### src/sv/lsbse_pkg.sv
package lsbse_pkg;

    // header length in carriers, legal range 8 to 32
    localparam int unsigned HEADER_BITS = 32;
    localparam int unsigned HDR_IW      = $clog2(HEADER_BITS);

    localparam int unsigned POS_W   = 33;
    localparam int unsigned LEN_W   = 32;
    localparam int unsigned MSGB_W  = 29;
    localparam int unsigned CNT_W   = 32;
    localparam int unsigned CFG_IW  = 2;
    localparam int unsigned CFG_DW  = 32;

    typedef logic [CFG_IW-1:0] t_cfg_index;

    localparam t_cfg_index CFG_MODE          = 2'd0;
    localparam t_cfg_index CFG_MESSAGE_BYTES = 2'd1;
    localparam t_cfg_index CFG_CARRIER_COUNT = 2'd2;

    localparam logic MODE_EMBED   = 1'b0;
    localparam logic MODE_EXTRACT = 1'b1;

    localparam logic [POS_W-1:0] POS_MAX = {POS_W{1'b1}};

endpackage

### src/sv/lsb_stego_embed_extract.sv
// LSB steganography over a stream of carrier bytes, one result per carrier.
// In embed mode the first 32 carriers of an image take the message length in
// bits (MSB first) in their LSBs and the following carriers take the message
// bits, MSB first per byte; when the message and header do not fit in
// carrier_count every carrier passes unchanged with error set. In extract
// mode carriers pass unchanged while the length is rebuilt from the header
// and message bytes are emitted with a last mark (a final partial byte is
// right aligned). A carrier with first set restarts the image. The block
// takes one carrier per clock unless the output side stalls: each request
// is handled in the cycle it is accepted and its result sits in a single
// output register, which is refilled in the same cycle it is taken, so a
// result is shown in the cycle after its carrier is accepted.
// Configuration writes are accepted in any cycle and take effect at once.
module lsb_stego_embed_extract (
    input  logic        i_clk,
    input  logic        i_rst_n,
    // configuration
    input  logic        i_cfg_valid,
    output logic        o_cfg_ready,
    input  logic [1:0]  i_cfg_index,
    input  logic [31:0] i_cfg_data,
    // carrier input
    input  logic        i_valid,
    output logic        o_ready,
    input  logic        i_first,
    input  logic [7:0]  i_carrier_byte,
    input  logic [7:0]  i_message_byte,
    // result output
    output logic        o_valid,
    input  logic        i_ready,
    output logic [7:0]  o_out_byte,
    output logic        o_msg_valid,
    output logic [7:0]  o_msg_byte,
    output logic        o_msg_last,
    output logic        o_length_valid,
    output logic [28:0] o_length_bytes,
    output logic        o_error
);

    localparam int unsigned POS_W  = lsbse_pkg::POS_W;
    localparam int unsigned LEN_W  = lsbse_pkg::LEN_W;
    localparam int unsigned HDR_IW = lsbse_pkg::HDR_IW;
    localparam logic [POS_W-1:0] HB_POS = POS_W'(lsbse_pkg::HEADER_BITS);

    logic                          r_mode;
    logic [lsbse_pkg::MSGB_W-1:0]  r_message_bytes;
    logic [lsbse_pkg::CNT_W-1:0]   r_carrier_count;

    logic [POS_W-1:0] r_pos,  n_pos;
    logic [LEN_W-1:0] r_hlen, n_hlen;
    logic [7:0]       r_acc,  n_acc;

    logic        r_valid;
    logic [7:0]  r_out_byte,     n_out_byte;
    logic        r_msg_valid,    n_msg_valid;
    logic [7:0]  r_msg_byte,     n_msg_byte;
    logic        r_msg_last,     n_msg_last;
    logic        r_length_valid, n_length_valid;
    logic [28:0] r_length_bytes, n_length_bytes;
    logic        r_error,        n_error;

    logic             w_accept;
    logic [POS_W-1:0] w_p;
    logic [POS_W-1:0] w_i;
    logic [LEN_W-1:0] w_lenb;
    logic [LEN_W-1:0] w_len_shift;
    logic [HDR_IW-1:0] w_hdr_idx;
    logic [7:0]       w_msg_shift;
    logic [LEN_W-1:0] w_hl;
    logic [7:0]       w_acc;
    logic             w_lsb;
    logic             w_in_hdr;

    assign o_cfg_ready    = 1'b1;
    assign o_valid        = r_valid;
    assign o_ready        = !r_valid || i_ready;
    assign w_accept       = i_valid && o_ready;
    assign o_out_byte     = r_out_byte;
    assign o_msg_valid    = r_msg_valid;
    assign o_msg_byte     = r_msg_byte;
    assign o_msg_last     = r_msg_last;
    assign o_length_valid = r_length_valid;
    assign o_length_bytes = r_length_bytes;
    assign o_error        = r_error;

    always_comb begin
        // first restarts the image before this carrier is handled
        w_p   = i_first ? '0 : r_pos;
        w_hl  = i_first ? '0 : r_hlen;
        w_acc = i_first ? '0 : r_acc;
        w_lsb = i_carrier_byte[0];
        w_in_hdr = w_p < HB_POS;
        w_i   = w_p - HB_POS;

        w_lenb      = {r_message_bytes, 3'b000};
        w_hdr_idx   = HDR_IW'(lsbse_pkg::HEADER_BITS - 1) - w_p[HDR_IW-1:0];
        w_len_shift = w_lenb >> w_hdr_idx;
        w_msg_shift = i_message_byte >> (3'd7 - w_i[2:0]);

        n_hlen         = w_hl;
        n_acc          = w_acc;
        n_out_byte     = i_carrier_byte;
        n_msg_valid    = 1'b0;
        n_msg_byte     = '0;
        n_msg_last     = 1'b0;
        n_length_valid = 1'b0;
        n_length_bytes = '0;
        n_error        = 1'b0;

        if (r_mode == lsbse_pkg::MODE_EMBED) begin
            priority if ({1'b0, w_lenb} + HB_POS > {1'b0, r_carrier_count}) begin
                n_error = 1'b1;
            end else if (w_in_hdr) begin
                n_out_byte = {i_carrier_byte[7:1], w_len_shift[0]};
            end else if (w_i < {1'b0, w_lenb}) begin
                n_out_byte = {i_carrier_byte[7:1], w_msg_shift[0]};
            end
        end else begin
            if (w_in_hdr) begin
                n_hlen = {w_hl[LEN_W-2:0], w_lsb};
            end else if (w_i < {1'b0, w_hl}) begin
                n_acc = {w_acc[6:0], w_lsb};
                // byte complete, or the final bit of the message
                if (w_i[2:0] == 3'd7 || w_i == {1'b0, w_hl} - 1'b1) begin
                    n_msg_valid = 1'b1;
                    n_msg_byte  = n_acc;
                    n_msg_last  = w_i == {1'b0, w_hl} - 1'b1;
                    n_acc       = '0;
                end
            end
            if (w_p >= HB_POS - 1'b1) begin
                n_length_valid = 1'b1;
                n_length_bytes = n_hlen[LEN_W-1:3];
            end
        end

        n_pos = (w_p < lsbse_pkg::POS_MAX) ? w_p + 1'b1 : lsbse_pkg::POS_MAX;
    end

    always_ff @(posedge i_clk) begin
        if (!i_rst_n) begin
            r_mode          <= lsbse_pkg::MODE_EMBED;
            r_message_bytes <= '0;
            r_carrier_count <= '0;
        end else if (i_cfg_valid) begin
            unique case (i_cfg_index)
                lsbse_pkg::CFG_MODE:          r_mode          <= i_cfg_data[0];
                lsbse_pkg::CFG_MESSAGE_BYTES: r_message_bytes <= i_cfg_data[28:0];
                lsbse_pkg::CFG_CARRIER_COUNT: r_carrier_count <= i_cfg_data;
                default: ;
            endcase
        end
    end

    always_ff @(posedge i_clk) begin
        if (!i_rst_n) begin
            r_pos   <= '0;
            r_hlen  <= '0;
            r_acc   <= '0;
            r_valid <= 1'b0;
        end else begin
            if (w_accept) begin
                r_pos  <= n_pos;
                r_hlen <= n_hlen;
                r_acc  <= n_acc;
            end
            if (w_accept) begin
                r_valid <= 1'b1;
            end else if (i_ready) begin
                r_valid <= 1'b0;
            end
        end
    end

    always_ff @(posedge i_clk) begin
        if (w_accept) begin
            r_out_byte     <= n_out_byte;
            r_msg_valid    <= n_msg_valid;
            r_msg_byte     <= n_msg_byte;
            r_msg_last     <= n_msg_last;
            r_length_valid <= n_length_valid;
            r_length_bytes <= n_length_bytes;
            r_error        <= n_error;
        end
    end

endmodule

### config.mk
export PLATFORM = sky130hd
export DESIGN_NAME = lsb_stego_embed_extract
export DESIGN_NICKNAME = d
export VERILOG_FILES = /design/src/sv/lsbse_pkg.sv /design/src/sv/lsb_stego_embed_extract.sv
export SDC_FILE = /design/constraint.sdc
export NUM_CORES = 1
export LEC_CHECK = 0
export ABC_AREA = 1
export BUFFER_PORTS_ARGS = -buffer_cell sky130_fd_sc_hd__buf_2
export CAP_MARGIN = 15
export CORE_MARGIN = 2
export CORE_UTILIZATION = 45
export DETAILED_ROUTE_END_ITERATION = 7
export MAX_ROUTING_LAYER = met4
export SETUP_SLACK_MARGIN = 0.4
export SLEW_MARGIN = 30
export SYNTH_ARGS = -nofsm -noshare
export SYNTH_HDL_FRONTEND = slang
export SYNTH_SLANG_ARGS = --single-unit
### constraint.sdc
create_clock -name i_clk -period 5.3 [get_ports i_clk]
set_input_delay 1.06 -clock i_clk [delete_from_list [all_inputs] [get_ports i_clk]]
set_output_delay 1.06 -clock i_clk [all_outputs]
set_load 0.05 [all_outputs]
==> metrics.md <==
| Metric | Value |
|---|---|
| Status | finished clean |
| Post-Synth Adder-Cell Area | 0.0806 |
| Cell area after layout | 16300 sq um |
| Worst slack, placed | roughly 380 ps |
| Reg area | between 4000 and 5000 sq um |
| R2r endpoint | o_out_byte[0] |
| Largest family of logic cells by synthesized area | simple AND/OR/NAND/NOR gates |
| Register area share after synthesis | 0.283 |
| RSZ-0062 raised after global routing | no |
| Post-Route WL | ~48000 um |
| Die span in y | ~190 um |
| Post-synthesis xor/xnor area fraction | 0.0343 |
| Pwr Density | approximately 270 nW/um^2 |
| Hold crit path type | reg -> reg |
| Gpl congestion | between 0.9 and 1 |
| Vias per Instance | 5.40 |
| Mapped Cells | 2249 |
| Worst skew pair latency | 470 ps |
| Synth warn | 0 |
| Register share of total power | 0.357 |
| Initial antenna violation count | 0 |
| First-pass GRT wire length | 75800 um |
| Placed Area | 15700 sq um |
| # Max-Cap Violations | 0 |
| Final min period | approximately 4500 ps |
| Hold Crit Endpoint | r_carrier_count[21] |
| R2R depth | 22 |
| CTS clk-pin slew, worst paths | roughly 80 ps |
| Die area | ~34000 sq um |
| Post-CTS Setup Inserts | 0 |
| Share of layout cells above drive strength 1 | 0.123 |
| Core Box Area | 32400 sq um |
| Num CTS Buffers | 17 |
| Site Rows | 66 |
| Worst Skew | roughly 11 ps |
| Layout fillers | 3433 |
| Mux contribution to synthesized area | 0 |
| DP HPWL | about 38000 um |
| GRT Residual Overflow | 0 |
| Die Span X | 185 um |
| CTS HTree Levels | 4 |
| Initial DRC count | 1467 |
| Yosys cell types | 59 |
| FF-to-FF Start | r_message_bytes[2] |
| Post-Synth Simple-Gate Area | 0.345 |
| Hold WS | 465 ps |
| Crit path kind | in -> reg |
| Worst Path Arrival | 4820 ps |
| Tcrit/Tclk final | 0.844 |
| Synth Cell Area | 14700 sq um |
| Fraction of registers with async set/reset | 0 |
| Post-route DRC violation count | 0 |
| Critical Path Source Type | primary input |
| Ant. Diodes | 0 |
| Max VDD drop | ~0.24 mV |
| Required time of the critical path | 5650 ps |
| Clock sinks | ~180 |
| Drt pass-1 iters | 6 |
| Max Freq | 224 MHz |
| Hold path cells | 2 |
| Hold_sp | r_carrier_count[21] |
| PortBufs | roughly 110 |
| Final Hold Viols | 0 |
| Gr usage total | 0.296 |
| Boundary Pins | 108 |
| Layout area overhead | 10.3% |
| Post-synthesis average cell area | 6.56 sq um |
| Largest net degree at the start of global routing | 67 |
| Multi-input logic area | 9150 sq um |
| Switch share | 0.392 |
| Slew Viols, Final | 0 |
| Syn nets | 2400 |
| Clk root buf | clkbuf_16 |
| Max Root-Sink Buffers | 2 |
| Comb pwr share | 0.348 |
| Internal power | between 0.002 and 0.003 W |
| Post-synth top flop | dfxtp_1 |
| Vias | 15054 |
| Vias in the first global route | 13614 |
| PnR worst setup slack | about 830 ps |
| Antenna Nets Post-Route | 0 |
| Clk network pwr share | 0.295 |
| Max-Slew Margin vs Limit | 0.407 |
| Psw | 0.00174 W |
| Worst Max-Slew Pin Slew | 882 ps |
| WL/cell | 17.3 um |
| R2R setup slack | 860 ps |
| Critical path peak fanout | 60 |
| Initial Util | 0.456 |
| Final setup fails | 0 |
| Hold_buf cts | 0 |
| Worst setup EP type | register |
| Static Leak | between 8 and 9 nW |
| Nets | 2482 |
| Synth Register Bits | 184 |
| CTS resizes | 0 |
| TNS Setup | 0 ps |
| CTS tree | yes |
| Number of flops mapped to enable cells by yosys | around 50 |
| Synth Area in Compound Gates | 0.159 |
stage by stage:
stage	power, W	instances	util
global placement	0.00312	2753	0.484
CTS	0.00445	2786	0.502
floorplan	0.00271	2249	-
global route	0.00471	2786	0.502
detailed placement	0.00313	2754	0.485
finish	0.00444	2786	0.502
state kept, by name (all words and copies together) (netlist names), 7 cells and up:
name	count
o_out_byte	8
r_hlen	32
o_length_bytes	29
r_carrier_count	32
o_msg_byte	8
r_message_bytes	29
r_acc	7
r_pos	33
how the worst max path moves through the flow:
stage,slack [ps],startpoint,depth (start not counted),to
after CTS,870,i_first,24,r_acc[2]
final,830,i_first,24,r_acc[2]
after detailed placement,380,i_first,24,r_acc[2]
after global routing,450,i_first,29,r_acc[4]
after floorplan,1380,i_first,30,r_acc[6]
after global placement,460,i_first,24,r_acc[5]
cell usage in the layout, fill, tap and decap left out, types with 27 or more instances in the layout:
master / n
a21oi_1: 154
buf_2: 106
buf_4: 27
dfxtp_1: 135
edfxtp_1: 49
ha_1: 95
inv_1: 252
nand2_1: 604
nand2_2: 38
nand3_1: 121
nand4_1: 33
nor2_1: 242
o21ai_0: 174
o21ai_1: 28
xor2_1: 51
synth_stat cells (4+ instances only):
library cell    n  share of area
a211oi_1       10         0.0051
a21oi_1       154          0.052
a31oi_1        10         0.0042
buf_2          10         0.0034
buf_4           5         0.0025
buf_6           9         0.0069
clkbuf_1       45          0.011
dfxtp_1       135           0.18
edfxtp_1       49           0.10
ha_1           95          0.081
inv_1         252          0.064
inv_2          12         0.0031
nand2_1       605           0.15
nand2_2        37          0.016
nand2_4        14          0.011
nand3_1       121          0.041
nand3b_1        6         0.0031
nand4_1        33          0.014
nor2_1        242          0.062
nor2_2         22         0.0093
nor2_4          9         0.0069
nor3_1         26         0.0088
nor3_2          4         0.0027
nor3b_1         4         0.0020
nor4_1          4         0.0017
o211ai_1       21          0.011
o21ai_0       174          0.059
o21ai_1        28         0.0095
o21ai_2         4         0.0024
o221ai_1       14         0.0083
xor2_1         51          0.030
worst max-delay path: stages:
cell and delay (ps):
buf_2 210, inv_6 460, nand2_1 350, nand3_4 210, nor2_4 80, nand3_1 140
xor2_1 520, ha_1 360, nand2_1 90, inv_1 40, nand3_1 80, inv_1 40
a21oi_1 150, nand2_1 90, nand2_1 60, nand2_1 50, nand2_1 60, nand2_1 40
nand2_1 250, nand2_4 150, nand2_1 100, nand2_1 50, nor2_1 110, nor2_1 50
power by group through the flow:
stage                     Combinational [W]  Clock, W  Sequential [W]
after floorplan                     0.00103         0         0.00168
after global placement              0.00150         0         0.00162
after detailed placement            0.00152         0         0.00162
after CTS                           0.00152   0.00134         0.00158
after global routing                0.00173   0.00139         0.00159
final                               0.00154   0.00131         0.00159
metal layers:
metal | track usage | vias to the layer above | routed length, um
met5 | - | - | 0
met4 | 0.0806 | 0 | 977
met3 | 0.0423 | 49 | 3530
met2 | 0.423 | 542 | 20000
met1 | 0.433 | 6899 | 23800
li1 | - | 7564 | -
final cells by class:
cell class | count | share of cell area
Clock buffer | 20 | 0.0269
Clock inverter | 12 | 0.00877
Inverter | 270 | 0.0630
Multi-Input combinational cell | 1722 | 0.562
Sequential cell | 184 | 0.257
Tap cell | 442 | 0.0340
Timing Repair Buffer | 136 | 0.0482
cell families after synthesis:
logic type / Yosys count
buffers and inverters: 343
flip-flops: 184
other: 1
AO/OA/AOI/OAI: 427
adder cells (fa/ha/maj): 95
XOR/XNOR: 56
AND/OR/NAND/NOR: 1143
Power figures use the tool's default switching activity.
